===== src/rtl/aarm_pkg.sv =====
// Shared types and constants for the axis-angle rotation matrix unit.
// Used by every module under rtl/; depends on nothing else.
`default_nettype none

package aarm_pkg;

    // Parameter defaults for the top level.
    localparam int FRAC_BITS_DEF     = 14;
    localparam int ANGLE_BITS_DEF    = 16;
    localparam int CORDIC_STAGES_DEF = 16;

    // Fixed widths of the stream fields.
    localparam int AXIS_W      = 16;
    localparam int ANGLE_W     = 16;
    localparam int ENTRY_W     = 16;
    localparam int NUM_ENTRIES = 9;
    localparam int S_TDATA_W   = 3 * AXIS_W + ANGLE_W;
    localparam int M_TDATA_W   = NUM_ENTRIES * ENTRY_W;

    // CORDIC datapath: Q.30 coordinates and angle in 2^-32 turn units.
    localparam int CORD_W     = 32;
    localparam int TURN_W     = 32;
    localparam int ATAN_DEPTH = 32;

    // CORDIC gain compensation, 0.60725... in Q.30.
    localparam logic signed [CORD_W-1:0] GAIN_Q30 = 32'sd652032874;

    // atan(2^-i) in units of 2^-32 turn.
    localparam logic signed [CORD_W-1:0] ATAN_TURN32 [ATAN_DEPTH] = '{
        32'sh20000000, 32'sh12E4051D, 32'sh09FB385B, 32'sh051111D4,
        32'sh028B0D43, 32'sh0145D7E1, 32'sh00A2F61E, 32'sh00517C55,
        32'sh0028BE53, 32'sh00145F2E, 32'sh000A2F98, 32'sh000517CC,
        32'sh00028BE6, 32'sh000145F3, 32'sh0000A2F9, 32'sh0000517C,
        32'sh000028BE, 32'sh0000145F, 32'sh00000A2F, 32'sh00000517,
        32'sh0000028B, 32'sh00000145, 32'sh000000A2, 32'sh00000051,
        32'sh00000028, 32'sh00000014, 32'sh0000000A, 32'sh00000005,
        32'sh00000002, 32'sh00000001, 32'sh00000000, 32'sh00000000
    };

    // Quadrant of the input angle, taken from its top two bits.
    typedef enum logic [1:0] {
        QUAD_FIRST  = 2'd0,
        QUAD_SECOND = 2'd1,
        QUAD_THIRD  = 2'd2,
        QUAD_FOURTH = 2'd3
    } quad_t;

    // Beat carried from one CORDIC cell to the next.
    typedef struct packed {
        logic signed [CORD_W-1:0] x;
        logic signed [CORD_W-1:0] y;
        logic signed [CORD_W-1:0] z;
        quad_t                    quad;
        logic signed [AXIS_W-1:0] ax;
        logic signed [AXIS_W-1:0] ay;
        logic signed [AXIS_W-1:0] az;
    } cord_t;

endpackage

`default_nettype wire


===== src/rtl/aarm_cordic_cell.sv =====
// One rotation-mode CORDIC cell with its own output register and handshake.
// Depends on aarm_pkg for the beat type and the arctangent table.
`default_nettype none

module aarm_cordic_cell #(
    parameter int STAGE = 0
) (
    input  wire                   aclk,
    input  wire                   aresetn,
    input  wire                   in_valid,
    output logic                  in_ready,
    input  wire aarm_pkg::cord_t  in_data,
    output logic                  out_valid,
    input  wire                   out_ready,
    output aarm_pkg::cord_t       out_data
);

    logic            valid_reg;
    aarm_pkg::cord_t data_reg;
    aarm_pkg::cord_t data_next;
    logic signed [aarm_pkg::CORD_W-1:0] dx;
    logic signed [aarm_pkg::CORD_W-1:0] dy;

    // The cell takes a new beat whenever its register is empty or drains.
    assign in_ready  = !valid_reg || out_ready;
    assign out_valid = valid_reg;
    assign out_data  = data_reg;

    // Micro-rotation: the sign of the residual angle picks the direction.
    assign dx = in_data.y >>> STAGE;
    assign dy = in_data.x >>> STAGE;

    always_comb begin
        data_next = in_data;
        if (!in_data.z[aarm_pkg::CORD_W-1]) begin
            data_next.x = in_data.x - dx;
            data_next.y = in_data.y + dy;
            data_next.z = in_data.z - aarm_pkg::ATAN_TURN32[STAGE];
        end else begin
            data_next.x = in_data.x + dx;
            data_next.y = in_data.y - dy;
            data_next.z = in_data.z + aarm_pkg::ATAN_TURN32[STAGE];
        end
    end

    // Valid flag.
    always_ff @(posedge aclk) begin
        if (!aresetn) begin
            valid_reg <= 1'b0;
        end else if (in_ready) begin
            valid_reg <= in_valid;
        end
    end

    // Payload.
    always_ff @(posedge aclk) begin
        if (in_ready) begin
            data_reg <= data_next;
        end
    end

endmodule

`default_nettype wire


===== config.mk =====
export PLATFORM = sky130hd
export DESIGN_NAME = aarm_cordic_cell
export DESIGN_NICKNAME = d
export VERILOG_FILES = /design/src/rtl/aarm_pkg.sv /design/src/rtl/aarm_cordic_cell.sv
export SDC_FILE = /design/constraint.sdc
export NUM_CORES = 1
export LEC_CHECK = 0
export ABC_CLOCK_PERIOD_IN_PS = 7000
export BUFFER_PORTS_ARGS = -buffer_cell sky130_fd_sc_hd__buf_2
export CAP_MARGIN = 5
export CORE_UTILIZATION = 44
export DETAILED_ROUTE_END_ITERATION = 8
export GPL_TIMING_DRIVEN = 0
export PLACE_DENSITY_LB_ADDON = 0.3
export SYNTH_ARGS = -nofsm -noshare
export SYNTH_HDL_FRONTEND = slang
export SYNTH_SLANG_ARGS = --single-unit

===== constraint.sdc =====
create_clock -name aclk -period 7 [get_ports aclk]
set_clock_uncertainty 0.05 [all_clocks]
set_input_delay 0.7 -clock aclk [delete_from_list [all_inputs] [get_ports aclk]]
set_output_delay 0.7 -clock aclk [all_outputs]
set_load 0.02 [all_outputs]

==> run_results.csv, run 1 <==
group,metric,value,unit
clock_tree,cts.htree.levels,4,
placed_design,dp_hpwl,25600,µm
clock_tree,cts-hold-fix-buffers,0,
die,coreArea,22100,µm²
global_routing,grt_overflow,0,
setup_path,cp-startpoint,"in_data[90]",
global_routing,antenna_found_initial,1,
die,ioPinCount,298,
placed_design,port_buffers,297,
global_routing,grt_pass1_wl,48400,µm
sta,final_hold_viol_count,0,
detailed_routing,wl_per_cell,19.9,µm
cells_and_area,fin_area,12500,µm²
clock_tree,clock_latency,420,ps
sta,period_share,49.4,%
synthesis,yosys_warnings,0,
global_routing,grt_pass1_vias,8515,
detailed_routing,vias,8941,
clock_tree,cts_root_buf,"clkbuf_16",
clock_tree,cts_sinks,146,
synthesis,synthesis.nets,1242,
die,dieArea,23400,µm²
synthesis,synth_xor_area_share,5.07,%
outcome,status,"complete, no violations",
detailed_routing,drt_iter0_drc,840,
setup_path,reg2reg_from,"out_valid",
synthesis,yosys.area_share.simple,10.7,%
synthesis,ys_types,91,
clock_tree,cts_resized,0,
flow_run,max-cap-violations,0,
placed_design,gp_congestion,0.937,
setup_path,worstPathRequired,7130,ps
setup_path,cp-end-kind,"flip-flop",
synthesis,synthFlopType,"edfxtp_1",
cells_and_area,final_nets,1560,
synthesis,synth_cells,994,
global_routing,grt_max_degree,70,
placed_design,place_area,11900,µm²
sta,relSlewSlack,42.1,%
power_and_ir_drop,leakage,5.71,nW
cells_and_area,area_growth,24.8,%
setup_path,worstSetupPathType,"in2reg",
die,die_x,153,µm
sta,worst_slew_pin_slew,869,ps
synthesis,synth_compound_area_share,21.6,%
die,row_count,54,
setup_path,start_kind,"input port",
hold_path,hp-start,"in_data[25]",
synthesis,syn_area,10000,µm²
synthesis,synth.area.mux_share,0.599,%
clock_tree,postCtsSetupBuffers,0,
cells_and_area,drive_gt1_share,29.9,%
sta,hold_slack,389,ps
detailed_routing,routed_wl,31900,µm
clock_tree,clock_path_buffers,2,
sta,post-route-min-period,3460,ps
synthesis,yosys.area_share.adder,12.5,%
clock_tree,cts.clk_slew.worst_paths,70,ps
detailed_routing,antenna_left,0,
setup_path,worst-path-max-fanout,10,
die,die_y,153,µm
detailed_routing,drc,0,
sta,setup_viol,0,
cells_and_area,fillers,2010,
power_and_ir_drop,ir_drop,0.000176,V
sta,drv_slew,0,
detailed_routing,viasPerCell,5.57,
hold_path,hp-class,"in2reg",
sta,max_freq,289,MHz
synthesis,ys_ff_latch,146,
sta,rsz0062_at_grt,"false",
clock_tree,tritoncts,"built",
power_and_ir_drop,powerDensity,236,nW/µm²
synthesis,async_reset_ff_share,0,%
clock_tree,cts_buffers,17,
cells_and_area,fin_util,56.6,%
synthesis,synth_top_family_by_area,"compound AO/OA/AOI/OAI gates",
synthesis,ys_seq_area_share,43.6,%
global_routing,track_usage,27.0,%
die,start_util,45.4,%
detailed_routing,dr.pass1.iters,6,
setup_path,cp.arrival,3580,ps
synthesis,synth_edf_count,145,
synthesis,synth.avg_cell_area,10.1,µm²
==> where the power goes <==
part           internal (mW)  leakage [nW]  total, mW  switching [mW]
Combinational          0.318          3.92      0.922           0.604
Sequential              1.11          1.51       1.14          0.0292
Clock                  0.477         0.275      0.894           0.417
Total                   1.90          5.71       2.95            1.05
==> layout make-up <==
class	count	area (µm²)	area share, %
Inverter	100	375	3.00
Antenna cell	1	2.50	0.0200
Timing Repair Buffer	299	1540	12.3
Clock inverter	15	161	1.29
Sequential cell	146	4370	35.0
Buffer	44	223	1.78
Tap cell	280	350	2.80
Multi-Input combinational cell	704	5060	40.4
Clock buffer	17	425	3.40
==> final timing paths <==
| path | slack, ps | end | cells past startpoint |
|---|---|---|---|
| max | 3540 | out_data[107] | 13 |
| min reg2reg | 930 | out_data[22] | 1 |
| min | 390 | out_data[25] | 1 |
| max reg2reg | 5160 | out_data[124] | 3 |
==> Yosys cell counts, drive strengths merged, types with 6 or more instances <==
| library cell | n | area [µm²] |
|---|---|---|
| nand2 | 57 | 216 |
| xor2 | 7 | 61.3 |
| o211ai | 8 | 65.1 |
| ha | 94 | 1180 |
| o21ai | 63 | 342 |
| nand3 | 9 | 45.0 |
| a211oi | 9 | 72.6 |
| inv | 97 | 364 |
| buf | 26 | 154 |
| xnor2 | 51 | 447 |
| nor2 | 86 | 323 |
| o21bai | 21 | 161 |
| a31oi | 9 | 71.3 |
| edfxtp | 145 | 4350 |
| nand4 | 9 | 56.3 |
| o31ai | 6 | 55.1 |
| a211o | 6 | 52.6 |
| nand2b | 10 | 62.6 |
| a21o | 26 | 195 |
| nor3 | 19 | 95.1 |
| a21oi | 105 | 556 |
| o21a | 7 | 52.6 |
| nor2b | 8 | 50.1 |
| o22ai | 8 | 50.1 |
| mux2i | 6 | 60.1 |
| clkbuf | 18 | 68.8 |
==> worst max-delay path, cell delays in order <==
cell	delay, ps
buf_2	110
inv_1	40
ha_1	310
buf_4	200
and4_4	280
o21ai_2	60
a31oi_1	380
o31ai_2	240
a31oi_1	350
a31oi_1	220
o31ai_1	370
o21ai_0	150
o2bb2ai_1	150
==> routing by layer <==
metal,global-route usage [%],routed length [µm],vias to the layer above
li1,-,-,4208
met1,35.0,13300,4217
met2,45.3,15100,452
met3,4.54,2500,64
met4,9.91,977,0
met5,0,0,-
==> cell usage in the layout (no fill, tap or decap), types with 9 or more instances in the layout <==
cell / count
xnor2_1: 51
a21oi_1: 99
clkbuf_1: 17
nor3_1: 19
edfxtp_1: 145
nand4_1: 9
inv_1: 95
nand2_1: 56
o21ai_0: 52
buf_2: 312
ha_1: 94
nor2_1: 86
clkbuf_16: 17
nand3_1: 9
a21o_1: 26
nand2b_1: 9
o21bai_1: 20
==> state kept, by name (all words and copies together), names as in the netlist <==
| signal | flops |
|---|---|
| out_valid | 1 |
| out_data | 145 |
==> cell families after synthesis <==
group | count (synthesis)
xor gates and xnor gates | 58
adders and majority gates | 98
AOI/OAI and AO/OA | 314
buffers and inverters | 144
and+or+nand+nor | 228
DFF | 146
muxes | 6
==> through the flow <==
stage / setup TNS (ps) / power [mW] / cells / setup slack [ps]
2_1_floorplan: 0 / 1.74 / 994 / 1890
3_3_place_gp: -91.1 / 2.06 / 1571 / -87.3
5_1_grt: 0 / 3.07 / 1605 / 3470
6_report: 0 / 2.95 / 1606 / 3540
4_1_cts: 0 / 2.96 / 1605 / 3660
3_5_place_dp: 0 / 2.07 / 1573 / 3230
(Power assumes the default switching activity.)
==> inputs of run 2 (changes only) <==
Settings changed: ABC_CLOCK_PERIOD_IN_PS 7000 to 3100.
Clock period 7 ns to 3.1 ns, I/O delays scaled along.
==> run 2 against run 1 <==
  * Setup slack got worse by 3500 ps
  * Clock power increased by 130%
  * Final cell count increased by 3.4%
  * Count of clock-buffer cells in the layout unchanged
  * Sequential cell count unchanged
  * Highest routed layer unchanged
  * Register-to-register slack got worse by 3900 ps
  * Utilization increased by 2.7 points
  * Die area unchanged
  * Design area increased by 4.8%
  * Sequential share of layout area decreased by 1.6 points
  * Global-route usage increased by 1.3 points
==> run_results.csv, run 2 (same netlist as run 1, synthesis figures left out) <==
group,metric,value,unit
sta,final_hold_viol_count,0,
global_routing,track_usage,28.2,%
placed_design,dp_hpwl,25800,µm
clock_tree,cts_root_buf,"clkbuf_16",
detailed_routing,antenna_left,0,
cells_and_area,seqCellArea,4370,µm²
placed_design,dp.cells,1573,
setup_path,start_kind,"input port",
clock_tree,clock_latency,420,ps
power_and_ir_drop,internal_power,4.36,mW
cells_and_area,multi_input_area,5080,µm²
power_and_ir_drop,p_total,6.78,mW
sta,worst_slew_pin_slew,940,ps
die,row_count,54,
power_and_ir_drop,switching_share,35.7,%
sta,tns,0,ps
clock_tree,cts.clk_slew.worst_paths,70,ps
clock_tree,cts_sinks,146,
detailed_routing,routed_wl,33700,µm
power_and_ir_drop,ir_drop,0.000366,V
setup_path,slowest_delay,430,ps
cells_and_area,fillers,1923,
detailed_routing,wl_per_cell,20.3,µm
cells_and_area,drive_gt1_share,28.9,%
detailed_routing,viasPerCell,5.58,
power_and_ir_drop,leakage,5.96,nW
setup_path,rr_worst_depth,3,
detailed_routing,drt_iter0_drc,879,
power_and_ir_drop,clkPwrFrac,30.3,%
global_routing,grt_max_degree,70,
cells_and_area,fin_area,13100,µm²
outcome,status,"complete, no violations",
die,die_y,153,µm
detailed_routing,drc,0,
sta,post-route-min-period,3020,ps
cells_and_area,largest_reg_flops,145,
die,die_x,153,µm
clock_tree,cts.htree.levels,4,
setup_path,cp-startpoint,"in_data[82]",
placed_design,place_area,11900,µm²
setup_path,critical_path_depth,12,
global_routing,grt_overflow,0,
cells_and_area,area_growth,30.8,%
clock_tree,cts_buffers,17,
sta,drv_slew,0,
setup_path,cp-end-kind,"flip-flop",
cells_and_area,mostFrequentLayoutCell,"buf_2",
setup_path,reg2reg_from,"out_valid",
setup_path,crit_family,"compound AO/OA/AOI/OAI gates",
sta,setup_viol,0,
cells_and_area,n_antenna_cell,0,
setup_path,worstPathRequired,3210,ps
cells_and_area,layoutNonFillerInstCount,1661,
global_routing,grt_pass1_wl,50400,µm
cells_and_area,final_nets,1616,
setup_path,crit_buf_inv,1,
hold_path,hold_depth,1,
clock_tree,postCtsSetupBuffers,0,
power_and_ir_drop,seqPwrFrac,37.9,%
setup_path,crit_slowest_cell,"fa_1",
global_routing,antenna_found_initial,2,
sta,relSlewSlack,37.3,%
sta,period_share,97.5,%
die,dieArea,23400,µm²
setup_path,worst-path-max-fanout,5,
clock_tree,tritoncts,"built",
setup_path,worstSetupPathType,"in2reg",
die,start_util,45.4,%
power_and_ir_drop,p_comb_share,31.7,%
detailed_routing,dr.pass1.iters,5,
placed_design,gp_congestion,0.950,
sta,rsz0062_at_grt,"false",
power_and_ir_drop,powerDensity,517,nW/µm²
placed_design,port_buffers,297,
setup_path,cp.arrival,3130,ps
flow_run,max-cap-violations,0,
clock_tree,clock_path_buffers,2,
die,coreArea,22100,µm²
detailed_routing,vias,9266,
sta,max_freq,331,MHz
hold_path,hp-class,"in2reg",
die,ioPinCount,298,
hold_path,hp-start,"in_data[74]",
cells_and_area,final_cell_mix,"312 x buf_2, 145 x edfxtp_1, 97 x a21oi_1, 95 x inv_1, 94 x ha_1",
setup_path,path_cells,"buf_2 > ha_1 > fa_1 > nor2b_1 > o211a_1 > o2111ai_2 > nand2_1 > a21oi_4 > o31ai_1 > a21oi_1 > mux2i_1 > xnor2_1",
power_and_ir_drop,p_sw,2.43,mW
global_routing,grt_pass1_vias,8832,
[run 2: worst paths after layout]
path         slack, ps            end
min                 20   out_data[74]
max                 80  out_data[102]
max reg2reg       1270   out_data[31]
min reg2reg        940   out_data[70]
[run 2: repair_timing]
| action | CTS | global route |
|---|---|---|
| setup endpoints to repair | 1 | 4 |
| gates cloned | 0 | 0 |
| endpoints found under the hold margin | 56 | 0 |
| hold buffers | 56 | 0 |
| resized for setup | 1 | 3 |
[run 2: routing by layer]
layer | wire length, µm | GRT usage (%)
met1 | 13800 | 35.7
met2 | 16300 | 48.3
met3 | 2540 | 5.02
met4 | 1050 | 10.5
met5 | 0 | 0
[run 2: cell type report]
type / count / area share, %
inverters: 100 / 2.86
multi-input cells: 704 / 38.8
flip-flops and latches: 146 / 33.4
clock buffers: 17 / 3.24
repair buffers: 355 / 16.0
well taps: 280 / 2.67
plain buffers: 44 / 1.70
clock inverters: 15 / 1.44
[run 2: stage by stage]
step | hold slack (ps) | worst slack [ps] | utilization [%]
after floorplan | 359 | 298 | -
after global placement | 436 | -681 | 53.7
after detailed placement | 438 | -452 | 53.9
after CTS | 0.271 | 91.3 | 59.3
after global routing | 0.744 | 12.7 | 59.4
final | 15.3 | 78.2 | 59.4
[run 2: power by group through the flow]
stage | clock network, mW | logic, mW | registers, mW
after floorplan | 0 | 0.957 | 2.97
after global placement | 0 | 2.03 | 2.62
after detailed placement | 0 | 2.05 | 2.62
after CTS | 2.10 | 2.12 | 2.57
after global routing | 2.17 | 2.29 | 2.60
final | 2.06 | 2.15 | 2.57
==> inputs of run 3 (changes only) <==
Settings changed: PLACE_DENSITY from default to 0.84, PLACE_DENSITY_LB_ADDON 0.3 to default.
==> run 3 against run 2 <==
  * Maximum frequency down 0.28%
  * Non-clock buffer count is 10 higher
  * Register-to-register slack lost 170 ps
  * Largest cell class unchanged
  * Highest routed layer unchanged
==> run_results.csv, run 3 (same netlist as run 1, synthesis figures left out) <==
group,metric,value,unit
setup_path,worstPathRequired,3230,ps
power_and_ir_drop,internal_power,4.50,mW
sta,setup_viol,0,
global_routing,grt_pass1_wl,52600,µm
hold_path,holdPathEnd,"out_data[52]",
clock_tree,tritoncts,"built",
cells_and_area,n_antenna_cell,0,
die,coreArea,22100,µm²
clock_tree,clock_latency,430,ps
cells_and_area,mostFrequentLayoutCell,"buf_2",
sta,rsz0062_at_grt,"false",
cells_and_area,fin_area,13200,µm²
clock_tree,cts_root_buf,"clkbuf_16",
global_routing,antenna_found_initial,0,
placed_design,port_buffers,297,
power_and_ir_drop,leakage,6.01,nW
power_and_ir_drop,powerDensity,523,nW/µm²
placed_design,dp_hpwl,25900,µm
setup_path,reg2reg_from,"out_valid",
sta,tns,0,ps
detailed_routing,vias,9543,
clock_tree,cts.clk_slew.worst_paths,70,ps
setup_path,cp-end-kind,"flip-flop",
detailed_routing,antenna_left,0,
detailed_routing,wl_per_cell,20.9,µm
global_routing,grt_overflow,0,
setup_path,cp.arrival,3160,ps
hold_path,hp-start,"in_data[52]",
global_routing,track_usage,29.4,%
sta,post-route-min-period,3030,ps
die,die_x,153,µm
placed_design,place_area,11900,µm²
power_and_ir_drop,ir_drop,0.000408,V
die,row_count,54,
sta,worst_slew_pin_slew,985,ps
die,die_y,153,µm
hold_path,hold_depth,1,
setup_path,rr_worst_depth,2,
sta,relSlewSlack,34.3,%
detailed_routing,routed_wl,35000,µm
detailed_routing,drt_iter0_drc,1102,
cells_and_area,final_nets,1626,
sta,drv_slew,0,
cells_and_area,area_growth,32.0,%
clock_tree,cts.htree.levels,4,
cells_and_area,final_cell_mix,"312 x buf_2, 145 x edfxtp_1, 97 x a21oi_1, 95 x inv_1, 94 x ha_1",
cells_and_area,drive_gt1_share,29.0,%
power_and_ir_drop,switching_share,34.9,%
clock_tree,clock_path_buffers,2,
die,ioPinCount,298,
flow_run,max-cap-violations,0,
setup_path,worstSetupPathType,"in2reg",
detailed_routing,viasPerCell,5.71,
setup_path,worst-path-max-fanout,4,
detailed_routing,dr.pass1.iters,6,
sta,period_share,97.8,%
global_routing,grt_pass1_vias,9335,
setup_path,regToRegEndpoint,"out_data[123]",
cells_and_area,seqCellArea,4370,µm²
setup_path,start_kind,"input port",
clock_tree,cts_buffers,17,
sta,hold_slack,14.0,ps
cells_and_area,largest_reg_flops,145,
placed_design,place_ws,-548,ps
power_and_ir_drop,p_sw,2.41,mW
global_routing,grt_max_degree,78,
detailed_routing,drc,0,
cells_and_area,fillers,1850,
placed_design,gp_congestion,0.983,
sta,setup_slack,69.5,ps
hold_path,hp-class,"in2reg",
sta,final_hold_viol_count,0,
die,start_util,45.4,%
outcome,status,"complete, no violations",
setup_path,reg2reg_setup_slack,1100,ps
power_and_ir_drop,clkPwrFrac,31.0,%
power_and_ir_drop,p_comb_share,31.7,%
die,dieArea,23400,µm²
cells_and_area,fin_util,59.9,%
power_and_ir_drop,seqPwrFrac,37.3,%
cells_and_area,multi_input_area,5110,µm²
clock_tree,cts_sinks,146,
sta,max_freq,330,MHz
[run 3: per-stage QoR]
| stage | power, mW | std cells |
|---|---|---|
| 6_report | 6.92 | 1671 |
| 5_1_grt | 7.17 | 1671 |
| 3_5_place_dp | 4.67 | 1572 |
| 3_3_place_gp | 4.64 | 1571 |
| 4_1_cts | 6.89 | 1671 |
| 2_1_floorplan | 3.93 | 994 |
[run 3: how the worst max path moves through the flow]
stage                         end   startpoint  slack [ps]  cells past startpoint
floorplan               out_valid    out_ready         300                      2
global placement         in_ready    out_ready        -620                      3
detailed placement  out_data[102]  in_data[82]        -550                     12
CTS                 out_data[102]  in_data[82]          20                     12
global route        out_data[144]  in_data[82]          20                     11
finish              out_data[144]  in_data[82]          70                     11
[run 3: area by class of cell]
class,instances,area share [%]
Multi-Input combinational cell,704,38.6
Sequential cell,146,33.0
Timing Repair Buffer,365,16.5
Clock buffer,17,3.21
Inverter,100,2.84
Tap cell,280,2.65
Buffer,44,1.68
Clock inverter,15,1.45
[run 3: worst max-delay path: stages]
cell       delay, ps
buf_2            120
ha_1             230
fa_1             430
nor2b_1          190
o211a_1          270
o2111ai_2        360
a211o_1          280
a32oi_2          210
a311oi_1         380
o32ai_1          190
xnor2_1          170
[run 3: power groups by stage]
| stage | Sequential (mW) | Clock (mW) | Combinational, mW |
|---|---|---|---|
| floorplan | 2.97 | 0 | 0.957 |
| global placement | 2.62 | 0 | 2.02 |
| detailed placement | 2.62 | 0 | 2.05 |
| CTS | 2.58 | 2.18 | 2.14 |
| global route | 2.60 | 2.25 | 2.32 |
| finish | 2.58 | 2.15 | 2.19 |
[run 3: metal layers]
| metal | global-route usage, % | up-vias | wire length (µm) | share of wire (%) |
|---|---|---|---|---|
| li1 | - | 4357 | - | - |
| met1 | 36.3 | 4550 | 13900 | 40 |
| met2 | 48.8 | 540 | 16500 | 47 |
| met3 | 6.41 | 96 | 2910 | 8.3 |
| met4 | 14.8 | 0 | 1610 | 4.6 |
| met5 | 0 | - | 0 | 0 |
[run 3: repair_timing]
action | 4_1_cts | 5_1_grt
hold buffers | 67 | 0
gates resized for setup | 2 | 7
cloned | 0 | 0
setup endpoints to repair | 2 | 9
endpoints found under the hold margin | 67 | 0
buffers inserted | 0 | 0
